File: src/cpc_pkg.sv
// shared types and constants for the camera parallel capture block
`timescale 1ns / 1ps

package cpc_pkg;

    localparam int CPC_DATA_WIDTH  = 8;
    localparam int CPC_BUS_BITS    = 8;
    localparam int CPC_TIME_BITS   = 32;
    localparam int CPC_LINE_BITS   = 12;
    localparam int CPC_LPIX_BITS   = 16;
    localparam int CPC_TOTAL_BITS  = 24;

    localparam logic [CPC_LINE_BITS-1:0]  CPC_LINE_MAX  = '1;
    localparam logic [CPC_LPIX_BITS-1:0]  CPC_LPIX_MAX  = '1;
    localparam logic [CPC_TOTAL_BITS-1:0] CPC_TOTAL_MAX = '1;

    typedef struct packed {
        logic                     frame_sync;
        logic                     line_valid;
        logic                     pixel_clock;
        logic                     capture_gate;
        logic [CPC_BUS_BITS-1:0]  data_lines;
        logic [CPC_TIME_BITS-1:0] sample_time;
    } t_cap_in;

    typedef struct packed {
        logic                      pixel_valid;
        logic [CPC_BUS_BITS-1:0]   pixel_byte;
        logic                      line_done;
        logic [CPC_LINE_BITS-1:0]  line_index;
        logic [CPC_LPIX_BITS-1:0]  line_pixel_count;
        logic [CPC_TIME_BITS-1:0]  line_duration;
        logic                      frame_skipped;
        logic [CPC_TOTAL_BITS-1:0] pixel_total;
    } t_cap_out;

endpackage

File: src/cpc_if.sv
// valid/ready channel interfaces for bus samples and capture results
`timescale 1ns / 1ps

interface cpc_in_if import cpc_pkg::*; ();
    logic    valid;
    logic    ready;
    t_cap_in payload;

    modport source (output valid, output payload, input ready);
    modport sink   (input valid, input payload, output ready);
endinterface

interface cpc_out_if import cpc_pkg::*; ();
    logic     valid;
    logic     ready;
    t_cap_out payload;

    modport source (output valid, output payload, input ready);
    modport sink   (input valid, input payload, output ready);
endinterface

File: src/camera_parallel_capture.sv
// top level: input register, capture core and result register
`timescale 1ns / 1ps

// Parallel camera bus capture. Each request is one sampled snapshot of the
// bus (frame sync, line valid, pixel clock, capture gate, data lines and a
// timestamp) and produces exactly one result: a captured bit-reversed pixel
// byte, a finished-line report with index, pixel count and duration, a
// skipped-frame flag and the running pixel total. A request is taken every
// cycle unless the output side stalls; it is held in the input register,
// passes through the edge and counter logic, and lands in the result
// register. Both registers advance together whenever the result register
// is empty or read.

module camera_parallel_capture import cpc_pkg::*; #(
    parameter int DATA_WIDTH = CPC_DATA_WIDTH
) (
    input  logic      i_clk,
    input  logic      i_rst_n,
    cpc_in_if.sink    i_in,
    cpc_out_if.source o_out
);

    logic     r_in_valid;
    t_cap_in  r_in_item;
    logic     r_out_valid;
    t_cap_out r_out_item;
    logic     w_advance;
    logic     w_step;
    t_cap_out w_result;

    assign w_advance  = !r_out_valid || o_out.ready;
    assign w_step     = r_in_valid && w_advance;
    assign i_in.ready = !r_in_valid || w_advance;

    cpc_core #(
        .DATA_WIDTH (DATA_WIDTH)
    ) u_core (
        .i_clk    (i_clk),
        .i_rst_n  (i_rst_n),
        .i_en     (w_step),
        .i_item   (r_in_item),
        .o_result (w_result)
    );

    always_ff @(posedge i_clk) begin
        if (!i_rst_n) begin
            r_in_valid  <= 1'b0;
            r_out_valid <= 1'b0;
        end else begin
            if (i_in.ready) begin
                r_in_valid <= i_in.valid;
            end
            if (w_advance) begin
                r_out_valid <= r_in_valid;
            end
        end
    end

    always_ff @(posedge i_clk) begin
        if (i_in.valid && i_in.ready) begin
            r_in_item <= i_in.payload;
        end
        if (w_step) begin
            r_out_item <= w_result;
        end
    end

    assign o_out.valid   = r_out_valid;
    assign o_out.payload = r_out_item;

endmodule

File: src/cpc_core.sv
// edge detection, frame/line tracking and pixel capture state
`timescale 1ns / 1ps

module cpc_core import cpc_pkg::*; #(
    parameter int DATA_WIDTH = CPC_DATA_WIDTH
) (
    input  logic     i_clk,
    input  logic     i_rst_n,
    input  logic     i_en,
    input  t_cap_in  i_item,
    output t_cap_out o_result
);

    localparam int RW = (DATA_WIDTH > CPC_BUS_BITS) ? DATA_WIDTH : CPC_BUS_BITS;

    logic                      r_have_prev, n_have_prev;
    logic                      r_prev_fs, r_prev_lv, r_prev_pc;
    logic                      r_frame_active, n_frame_active;
    logic [CPC_LINE_BITS-1:0]  r_line_counter, n_line_counter;
    logic [CPC_LPIX_BITS-1:0]  r_line_pixels, n_line_pixels;
    logic [CPC_TOTAL_BITS-1:0] r_total_pixels, n_total_pixels;
    logic [CPC_TIME_BITS-1:0]  r_line_start, n_line_start;

    logic                      w_act;
    logic                      w_fs_rise, w_fs_fall, w_lv_rise, w_lv_fall, w_pix;
    logic [CPC_LINE_BITS-1:0]  w_line_base;
    logic [CPC_LPIX_BITS-1:0]  w_lpix_base;
    logic [RW-1:0]             w_data_ext;
    logic [RW-1:0]             w_data_rev;

    // reversed data: bit i moves to DATA_WIDTH-1-i, upper bits read as zero
    always_comb begin
        w_data_ext = RW'(i_item.data_lines);
        w_data_rev = '0;
        for (int i = 0; i < DATA_WIDTH; i++) begin
            w_data_rev[DATA_WIDTH-1-i] = w_data_ext[i];
        end
    end

    always_comb begin
        w_act     = r_have_prev && i_item.capture_gate;
        w_fs_rise = w_act && !r_prev_fs && i_item.frame_sync;
        w_fs_fall = w_act && r_prev_fs && !i_item.frame_sync;
        w_lv_rise = w_act && !r_prev_lv && i_item.line_valid;
        w_lv_fall = w_act && r_prev_lv && !i_item.line_valid;

        n_have_prev    = 1'b1;
        n_frame_active = r_frame_active;
        w_line_base    = r_line_counter;
        if (w_fs_rise && (r_total_pixels == '0)) begin
            n_frame_active = 1'b1;
            w_line_base    = '0;
        end
        if (w_fs_fall) begin
            n_frame_active = 1'b0;
        end

        n_line_start = w_lv_rise ? i_item.sample_time : r_line_start;
        w_lpix_base  = w_lv_rise ? '0 : r_line_pixels;

        n_line_counter = w_line_base;
        if (w_lv_fall && (w_line_base != CPC_LINE_MAX)) begin
            n_line_counter = w_line_base + 1'b1;
        end

        w_pix = w_act && n_frame_active && i_item.line_valid &&
                !r_prev_pc && i_item.pixel_clock;

        n_line_pixels  = w_lpix_base;
        n_total_pixels = r_total_pixels;
        if (w_pix) begin
            if (w_lpix_base != CPC_LPIX_MAX) begin
                n_line_pixels = w_lpix_base + 1'b1;
            end
            if (r_total_pixels != CPC_TOTAL_MAX) begin
                n_total_pixels = r_total_pixels + 1'b1;
            end
        end
    end

    always_comb begin
        o_result                  = '0;
        o_result.pixel_valid      = w_pix;
        o_result.pixel_byte       = w_pix ? w_data_rev[CPC_BUS_BITS-1:0] : '0;
        o_result.line_done        = w_lv_fall;
        o_result.line_index       = w_lv_fall ? w_line_base : '0;
        o_result.line_pixel_count = w_lv_fall ? r_line_pixels : '0;
        o_result.line_duration    = w_lv_fall ? (i_item.sample_time - r_line_start) : '0;
        o_result.frame_skipped    = w_fs_rise && (r_total_pixels != '0);
        o_result.pixel_total      = n_total_pixels;
    end

    always_ff @(posedge i_clk) begin
        if (!i_rst_n) begin
            r_have_prev    <= 1'b0;
            r_prev_fs      <= 1'b0;
            r_prev_lv      <= 1'b0;
            r_prev_pc      <= 1'b0;
            r_frame_active <= 1'b0;
            r_line_counter <= '0;
            r_line_pixels  <= '0;
            r_total_pixels <= '0;
            r_line_start   <= '0;
        end else if (i_en) begin
            r_have_prev    <= n_have_prev;
            r_prev_fs      <= i_item.frame_sync;
            r_prev_lv      <= i_item.line_valid;
            r_prev_pc      <= i_item.pixel_clock;
            r_frame_active <= n_frame_active;
            r_line_counter <= n_line_counter;
            r_line_pixels  <= n_line_pixels;
            r_total_pixels <= n_total_pixels;
            r_line_start   <= n_line_start;
        end
    end

endmodule
File: src/flat_wrapper.sv
// flat-port wrapper written by rule: the top's interface ports become plain ports
module camera_parallel_capture_flat import cpc_pkg::*;
#(
    parameter int DATA_WIDTH = CPC_DATA_WIDTH
)
  (i_clk, i_rst_n, i_in_valid, i_in_payload, i_in_ready, o_out_valid, o_out_payload, o_out_ready);
  cpc_in_if i_in_i ();
  cpc_out_if o_out_i ();
  input  logic i_clk;
  input  logic i_rst_n;
  input wire logic [$bits(i_in_i.valid)-1:0] i_in_valid;
  input wire logic [$bits(i_in_i.payload)-1:0] i_in_payload;
  output wire logic [$bits(i_in_i.ready)-1:0] i_in_ready;
  output wire logic [$bits(o_out_i.valid)-1:0] o_out_valid;
  output wire logic [$bits(o_out_i.payload)-1:0] o_out_payload;
  input wire logic [$bits(o_out_i.ready)-1:0] o_out_ready;
  assign i_in_i.valid = i_in_valid;
  assign i_in_i.payload = i_in_payload;
  assign i_in_ready = i_in_i.ready;
  assign o_out_valid = o_out_i.valid;
  assign o_out_payload = o_out_i.payload;
  assign o_out_i.ready = o_out_ready;
  camera_parallel_capture #(.DATA_WIDTH(DATA_WIDTH)) u_core (.i_clk(i_clk), .i_rst_n(i_rst_n), .i_in(i_in_i), .o_out(o_out_i));
endmodule
File: config.mk
export PLATFORM = sky130hd
export DESIGN_NAME = camera_parallel_capture_flat
export DESIGN_NICKNAME = d
export VERILOG_FILES = /design/src/cpc_pkg.sv /design/src/cpc_if.sv /design/src/camera_parallel_capture.sv /design/src/cpc_core.sv /design/src/flat_wrapper.sv
export SDC_FILE = /design/constraint.sdc
export NUM_CORES = 1
export LEC_CHECK = 0
export BUFFER_PORTS_ARGS = -buffer_cell sky130_fd_sc_hd__buf_2
export CAP_MARGIN = 0
export CELL_PAD_IN_SITES_DETAIL_PLACEMENT = 1
export CELL_PAD_IN_SITES_GLOBAL_PLACEMENT = 2
export CORE_MARGIN = 2
export CORE_UTILIZATION = 40
export DETAILED_ROUTE_END_ITERATION = 8
export MAX_ROUTING_LAYER = met4
export PLACE_DENSITY = 0.87
export SYNTH_ARGS = -nofsm -noshare
export SYNTH_HDL_FRONTEND = slang
export SYNTH_HIERARCHICAL = 1
export SYNTH_SLANG_ARGS = --single-unit
File: constraint.sdc
create_clock -name i_clk -period 15.5 [get_ports i_clk]
set_clock_uncertainty 0.2 [all_clocks]
set_input_delay 1.55 -clock i_clk [delete_from_list [all_inputs] [get_ports i_clk]]
set_output_delay 1.55 -clock i_clk [all_outputs]
set_load 0.01 [all_outputs]
==> After elaboration in Yosys (flattened, before gate mapping) <==
Cells that the tools add are included.
{ "word_totals": {"register_bits": 230, "input_bits": 48, "out_inout_bits": 97} }
{ "classes": {"add_sub_neg": 4, "n_eq_ne": 3, "n_mux": 9, "reduce_logical": 30} }
{ "op_table": {"columns": ["cell", "n"], "rows": [
  ["16-bit 2-to-1 mux", 3],
  ["24-bit 2-to-1 mux", 2],
  ["32-bit subtractor", 1],
  ["24-bit by 1-bit adder with 24-bit output (second input constant)", 1],
  ["24-bit zero test", 1],
  ["12-bit 2-to-1 mux", 2],
  ["24-bit != test (second input constant)", 1],
  ["24-bit nonzero test", 1],
  ["1-bit logical AND", 18],
  ["16-bit by 1-bit adder with 16-bit output (second input constant)", 1],
  ["16-bit != test (second input constant)", 1],
  ["12-bit by 1-bit adder with 12-bit output (second input constant)", 1],
  ["12-bit != test (second input constant)", 1],
  ["1-bit zero test", 7],
  ["1-bit logical OR", 2],
  ["1-bit 2-to-1 mux", 2],
  ["2-bit AND reduction", 1]
]} }

==> Depth between registers and ports, before layout <==
Gate-level depths: netlist of the first run.
{ "logic_depth": {"word_depth": 11, "ltp_mapped": 11, "ltp_nobuf": 11} }

==> Hierarchy <==
Netlist of the first run, hierarchy kept.
{ "modules_own_cells": {"columns": ["mod", "instances", "cells_per_inst", "area_each_um2", "seq_area_each_um2"], "rows": [
  ["cpc_core", 1, 872, 6530.0, 1781.7],
  ["camera_parallel_capture", 1, 148, 4277.9, 4214.0]
]} }

==> Worst setup path after synthesis of the first run <==
Ideal clock, no wire load.
{ "synth_timing": {"path_type": "input -> register", "start": "in o_out_ready", "end": "reg u_core.u_core.r_line_pixels[8]", "setup_ns": 0.115, "arrival_ns": 8.047, "slack_ns": 7.138, "cell_stages": 8, "path_buffers": 0, "cell_sequence": "nor2b_4 > nor2b_1 > inv_1 > nor4_4 > nand3_2 > o211ai_1 > o31ai_1 > and2_1"} }
{ "synth_via": {"elab_chain_len": 2} }
{ "synth_lines": {"columns": ["element", "line", "text"], "rows": [
  ["start, declared", "flat_wrapper.sv:16", "input wire logic [$bits(o_out_i.ready)-1:0] o_out_ready;"],
  ["1-bit logical OR", "camera_parallel_capture.sv:31", "assign w_advance = !r_out_valid || o_out.ready;"],
  ["1-bit logical AND", "camera_parallel_capture.sv:32", "assign w_step = r_in_valid && w_advance;"],
  ["named net u_core.w_step", "camera_parallel_capture.sv:28", "logic w_step;"],
  ["end signal, assigned", "cpc_core.sv:111", "r_line_pixels <= n_line_pixels;"],
  ["end, declared", "cpc_core.sv:20", "logic [CPC_LPIX_BITS-1:0] r_line_pixels, n_line_pixels;"]
]} }
The timed path passes the listed nets, and every way through them passes these cells.
A chain may end at the register's enable or synchronous reset.

==> Worst setup path after layout of the first run <==
{ "layout_timing": {"start": "in o_out_ready", "end": "reg u_core.u_core.r_total_pixels[11]"} }
{ "layout_via": {"elab_chain_len": 2} }
{ "layout_lines": {"columns": ["element", "line", "text"], "rows": [
  ["1-bit logical OR", "camera_parallel_capture.sv:31", null],
  ["1-bit logical AND", "camera_parallel_capture.sv:32", null],
  ["named net u_core.w_step", "camera_parallel_capture.sv:28", null],
  ["end signal, assigned", "cpc_core.sv:112", "r_total_pixels <= n_total_pixels;"],
  ["end, declared", "cpc_core.sv:21", "logic [CPC_TOTAL_BITS-1:0] r_total_pixels, n_total_pixels;"]
]} }
The timed path passes the listed nets, and every way through them passes these cells.

==> metrics.cfg, run 1 <==
[worst_setup_path]
path_class=input port to flop
worstPathArrival_ns=4.56
crit_fanout=82
crit_path_cell_trace=buf_2, nor2b_4, nor2b_4, buf_4, buf_4, nand3_1, or3_1, a21boi_0
path_depth=8
crit_family=buffers and inverters
endpoint_kind=flop
cp-start-kind=input port
critPathRequiredTime_ns=15.75
reg2reg_depth=10
slowest_delay_ns=0.87
reg2reg_slack_ns=11.73
path_buf_inv=3
slowest_stage=buf_4

[floorplanning]
coreArea_um2=26700
initial_core_util_pct=40.4
fp-row-count=60
die_w_um=168
pin_count=145
die-area_um2=28400
die_h_um=168

[power_and_ir_drop]
seqPwrFrac_pct=49.5
pwr-share-clk_pct=44.0
p_int_mw=1.06
peakVddDrop_mv=0.0731
leakagePower_nw=4.75
power.density_nw_per_um2=108
switchingPower_uw=304
combinationalPowerShare_pct=6.5
swShare_pct=22.2

[placement]
hpwlAfterDp_mm=17.5
gp_congestion=0.784
dp.cells=1468
port_buffers=144

[cts]
numCtsBuffers=26
insertion_delay_ns=0.52
cts_resized=0
htree_levels=1
numClockSinks=230
postCtsSetupBuffers=0
cts_root_buffer=clkbuf_16
path_clk_slew_ns=0.06
clock_path_buffers=3
cts_tree=built
hold_buffers=0

[logic_synthesis]
synth_top_area_cell=edfxtp_1
ys.flop_type=edfxtp_1
synth_area_leaders=edfxtp_1 (39%), dfxtp_1 (17%), nand2_1 (4.8%), ha_1 (3.9%), xnor2_1 (3.6%)
yosysUniqueCellTypes=59
synth-async-reset-ratio_pct=0
syn_avg_cell_area_um2=10.6
syn_area_um2=10800
seq_area_frac_synth_pct=55.5
yosysMostFrequentCell=edfxtp_1
synth_top_cell_area_share_pct=38.6
synthCells=1020
yosys_warnings=6
synth-edff-count=139
synth.top_cells.by_count=edfxtp_1 (139), nand2_1 (138), dfxtp_1 (91), and2_1 (61), nor2_1 (61)
ys_seq_elements=230
syn_nets=1103

[global_route]
grt_max_degree=95
grt_pass1_wl_mm=42.0
grt_pass1_vias=8164
track_usage_pct=18.7
grt_overflow_total=0
antenna_found_initial=4

[final_layout]
fin_cells=1520
drive_gt1_share_pct=17.4
final_nets=1238
fin_util_pct=47.5
areaGrowthSynthToFinish_pct=17.4

[timing]
fin_setup_tns_ns=0
finalSetupViolCount=0
fmax_mhz=232
fin_crit_sh_pct=27.8
maxSlewHeadroom_pct=29.3
rsz0062_at_grt=no
hold_viol_final=0
tightest_slew_ns=1.06
post-route-min-period_ns=4.31
timing.hold.ws_ns=0.263
slew_violations=0

[detailed_routing]
vias_per_cell=5.13
wirelength_mm=25.6
drt_pass1_iterations=4
vias=7797
drt-initial-drc-count=333
drc_errors=0
ant_nets=0
wl_per_cell_um=16.9

[status]
status=complete, no violations

[worst_hold_path]
hold_path_class=flop to flop
hold_path_depth=2

[flow_run]
drv_cap=0

power groups by stage:
stage	Sequential [mW]	Clock, mW	Combinational [mW]
2_1_floorplan	0.696	0	0.0490
3_3_place_gp	0.689	0	0.0879
3_5_place_dp	0.690	0	0.0893
4_1_cts	0.677	0.622	0.0898
5_1_grt	0.679	0.644	0.0982
6_report	0.677	0.601	0.0884
per-stage QoR:
step / setup slack, ns / cell area [um2] / power (mW)
final: 11.19 / 12700 / 1.37
after global routing: 10.75 / 12700 / 1.42
after CTS: 11.14 / 12700 / 1.39
after detailed placement: 10.61 / 11800 / 0.779
after global placement: 10.71 / 11800 / 0.777
after floorplan: 7.14 / 10800 / 0.745
worst register-to-register path, stage by stage (launching register included):
cell,delay [ns]
dfxtp_1,0.35
inv_1,0.13
ha_1,0.15
nor4b_1,0.29
nand4_1,0.28
o31a_1,0.44
nor2_1,0.65
nand2_1,0.25
or3_1,0.44
or3_1,0.32
a21boi_0,0.19
cells by family (layout without fill, tap and decap cells):
| kind of cell | Yosys count | count (layout) | share of synthesized area (%) |
|---|---|---|---|
| XOR/XNOR | 72 | 72 | 5.83 |
| adder cells (fa/ha/maj) | 35 | 35 | 4.12 |
| multiplexers | 14 | 14 | 1.30 |
| flip-flops | 230 | 230 | 55.5 |
| AND/OR/NAND/NOR | 417 | 417 | 19.9 |
| buffers and inverters | 92 | 247 | 3.39 |
| AO/OA/AOI/OAI | 160 | 160 | 10.0 |
| other | 0 | 4 | 0 |
layer usage:
metal	vias up	part of all wire (%)	track usage (%)
met4	0	1.2	3.52
met1	3781	48	24.5
met5	-	0	-
met2	130	46	30.3
met3	30	5.1	4.04
li1	3856	-	-
final timing paths:
check | startpoint | to
min | u_core/u_core/r_frame_active | u_core/u_core/r_frame_active
min reg2reg | u_core/u_core/r_frame_active | u_core/u_core/r_frame_active
max | o_out_ready | u_core/u_core/r_total_pixels[11]
max reg2reg | u_core/u_core/r_total_pixels[0] | u_core/u_core/r_total_pixels[12]
sequential cells by signal, summed over array words and instances (netlist names):
name	flops
u_core/o_out.payload	95
u_core/r_in_item	44
u_core/u_core/r_line_start	32
u_core/u_core/r_total_pixels	24
u_core/u_core/r_line_pixels	16
u_core/u_core/r_line_counter	12
u_core/o_out.valid	1
u_core/r_in_valid	1
u_core/u_core/r_frame_active	1
u_core/u_core/r_have_prev	1
u_core/u_core/r_prev_fs	1
u_core/u_core/r_prev_lv	1
u_core/u_core/r_prev_pc	1
placed cells by master, fill, tap and decap left out, drive strengths merged, types with 31 or more instances in the layout:
master    n
nor2     62
a21boi   43
edfxtp  139
inv      47
clkbuf   36
ha       34
buf     152
xnor2    44
and2     61
nand3    31
dfxtp    91
nand2   138
layout make-up:
class                           count  area, um2
Fill cell                        2970      14000
Sequential cell                   230       6000
Multi-Input combinational cell    698       4470
Timing Repair Buffer              152        781
Clock buffer                       36        729
Tap cell                          341        427
Inverter                           47        176
Clock inverter                     12        108
Antenna cell                        4       10.0
Power figures use the tool's default switching activity.
==> run 2: changes to the inputs <==
- CORE_UTILIZATION: 40 -> 34
- PLACE_DENSITY: 0.87 -> 0.79
- clock period: 15.5 -> 3.7 ns (I/O delays scaled with it)
==> run 2 against run 1 <==
Effect of this change: cell count is 7.4% higher; design area rose by 5.4%; critical path depth grew 1; die area up 17%; core utilization down 4.9 points; via count rose by 3.1%.
==> metrics.cfg, run 2 (synthesis gave the netlist of run 1 again) <==
[worst_setup_path]
critPathRequiredTime_ns=3.77
slowest_delay_ns=0.49
crit_fanout=5
reg2reg_slack_ns=0.36
path_class=flop to flop
reg2reg_depth=9
slowest_stage=a21oi_1
worstPathArrival_ns=3.41
r2r_start=u_core/r_in_item[1]
critPathLaunch=u_core/r_in_item[1]
reg2reg_to=u_core/o_out.payload[54]
cp-start-kind=flop
endpoint_kind=flop
crit_path_cell_trace=ha_1, nor2b_1, o31a_1, o2111ai_1, a21oi_1, o2111ai_1, a21oi_1, a21boi_0, mux2i_1

[cts]
path_clk_slew_ns=0.06
numCtsBuffers=27
cts_resized=0
htree_levels=1
cts_root_buffer=clkbuf_16
insertion_delay_ns=0.54
clock_path_buffers=3
numClockSinks=230
cts_tree=built

[timing]
hold_viol_final=0
rsz0062_at_grt=no
fmax_mhz=300
post-route-min-period_ns=3.34
fin_setup_tns_ns=0
tightest_slew_ns=0.604
finalSetupViolCount=0
fin_crit_sh_pct=90.2
slew_violations=0
maxSlewHeadroom_pct=58.7

[final_layout]
num-fill-cells=3507
drive_gt1_share_pct=17.8
final_nets=1293
fin_util_pct=42.6
final_cell_mix=buf_2 (144), edfxtp_1 (139), nand2_1 (138)
fin_cells=1633
multi_input_area_um2=4470
seqCellArea_um2=6000
areaGrowthSynthToFinish_pct=23.8
largest_reg_flops=95
n_antenna_cell=0
final_common_cell=buf_2

[floorplanning]
fp-row-count=65
pin_count=145
die_w_um=182
coreArea_um2=31400
initial_core_util_pct=34.4
die-area_um2=33200
die_h_um=182

[power_and_ir_drop]
leakagePower_nw=5.03
p_int_mw=4.67
power.density_nw_per_um2=448
combinationalPowerShare_pct=7.0
swShare_pct=22.1
pwr-share-clk_pct=45.6
peakVddDrop_mv=0.335
switchingPower_mw=1.32
seqPwrFrac_pct=47.4

[global_route]
grt_pass1_wl_mm=44.9
grt_max_degree=52
track_usage_pct=17.2
grt_pass1_vias=8387
antenna_found_initial=0
grt_overflow_total=0

[detailed_routing]
drc_errors=0
vias_per_cell=4.92
wl_per_cell_um=16.9
drt_pass1_iterations=4
wirelength_mm=27.6
drt-initial-drc-count=368
vias=8035
ant_nets=0

[worst_hold_path]
min_from=i_rst_n
hold_path_class=input port to flop
worstHoldEndpoint=u_core/u_core/r_total_pixels[8]
hold_path_depth=2

[placement]
dp.cells=1536
gp_congestion=0.854
hpwlAfterDp_mm=18.5
port_buffers=144

[flow_run]
drv_cap=0

[status]
status=complete, no violations

-- run 2: final cells by class --
type	instances	share of cell area (%)
clock buffer	40	5.64
clock inverter	10	1.18
inverter	47	1.32
multi-input combinational	698	33.4
sequential	230	44.8
tap	402	3.76
timing repair buffer	206	9.84
-- run 2: routing by layer --
layer / vias to the layer above / part of all wire (%) / global-route usage [%]
li1: 3957 / - / -
met1: 3906 / 47 / 22.5
met2: 138 / 47 / 28.2
met3: 34 / 3.9 / 2.59
met4: 0 / 1.6 / 4.00
met5: - / 0 / -
-- run 2: worst max-delay path, delay by kind of cell, from the launching register on --
family,cells,cell delay (ns)
multiplexers,1,0.17
flip-flops,1,0.42
AND/OR/NAND/NOR,1,0.16
AO/OA/AOI/OAI,6,1.80
adder cells (fa/ha/maj),1,0.29
-- run 2: power by group through the flow --
stage / clock network [mW] / logic, mW / registers, mW
2_1_floorplan: 0 / 0.206 / 2.91
6_report: 2.73 / 0.420 / 2.84
5_1_grt: 2.93 / 0.466 / 2.84
4_1_cts: 2.83 / 0.427 / 2.84
3_3_place_gp: 0 / 0.382 / 2.89
3_5_place_dp: 0 / 0.386 / 2.89
-- run 2: timing repair --
| action | in CTS | in global routing |
|---|---|---|
| setup buffers | 0 | 0 |
| endpoints found under the hold margin | 46 | 0 |
| hold buffers | 47 | 0 |
-- run 2: through the flow --
stage          power [mW]  hold slack [ns]  worst slack (ns)  cell area (um2)
5_1_grt              6.24            0.127             0.181            13400
3_3_place_gp         3.27            0.250             0.556            12000
3_5_place_dp         3.28            0.258             0.514            12000
2_1_floorplan        3.11            0.230           -0.0338            10800
4_1_cts              6.09            0.103             0.448            13400
6_report             5.99            0.109             0.362            13400
-- run 2: worst max path at each step --
| stage | end | slack [ns] | cells past startpoint |
|---|---|---|---|
| after floorplan | u_core/u_core/r_line_pixels[8] | -0.03 | 8 |
| after global placement | u_core/o_out.payload[54] | 0.56 | 9 |
| after detailed placement | u_core/o_out.payload[53] | 0.51 | 9 |
| after CTS | u_core/o_out.payload[54] | 0.45 | 9 |
| after global routing | u_core/o_out.payload[54] | 0.18 | 9 |
| final | u_core/o_out.payload[54] | 0.36 | 9 |
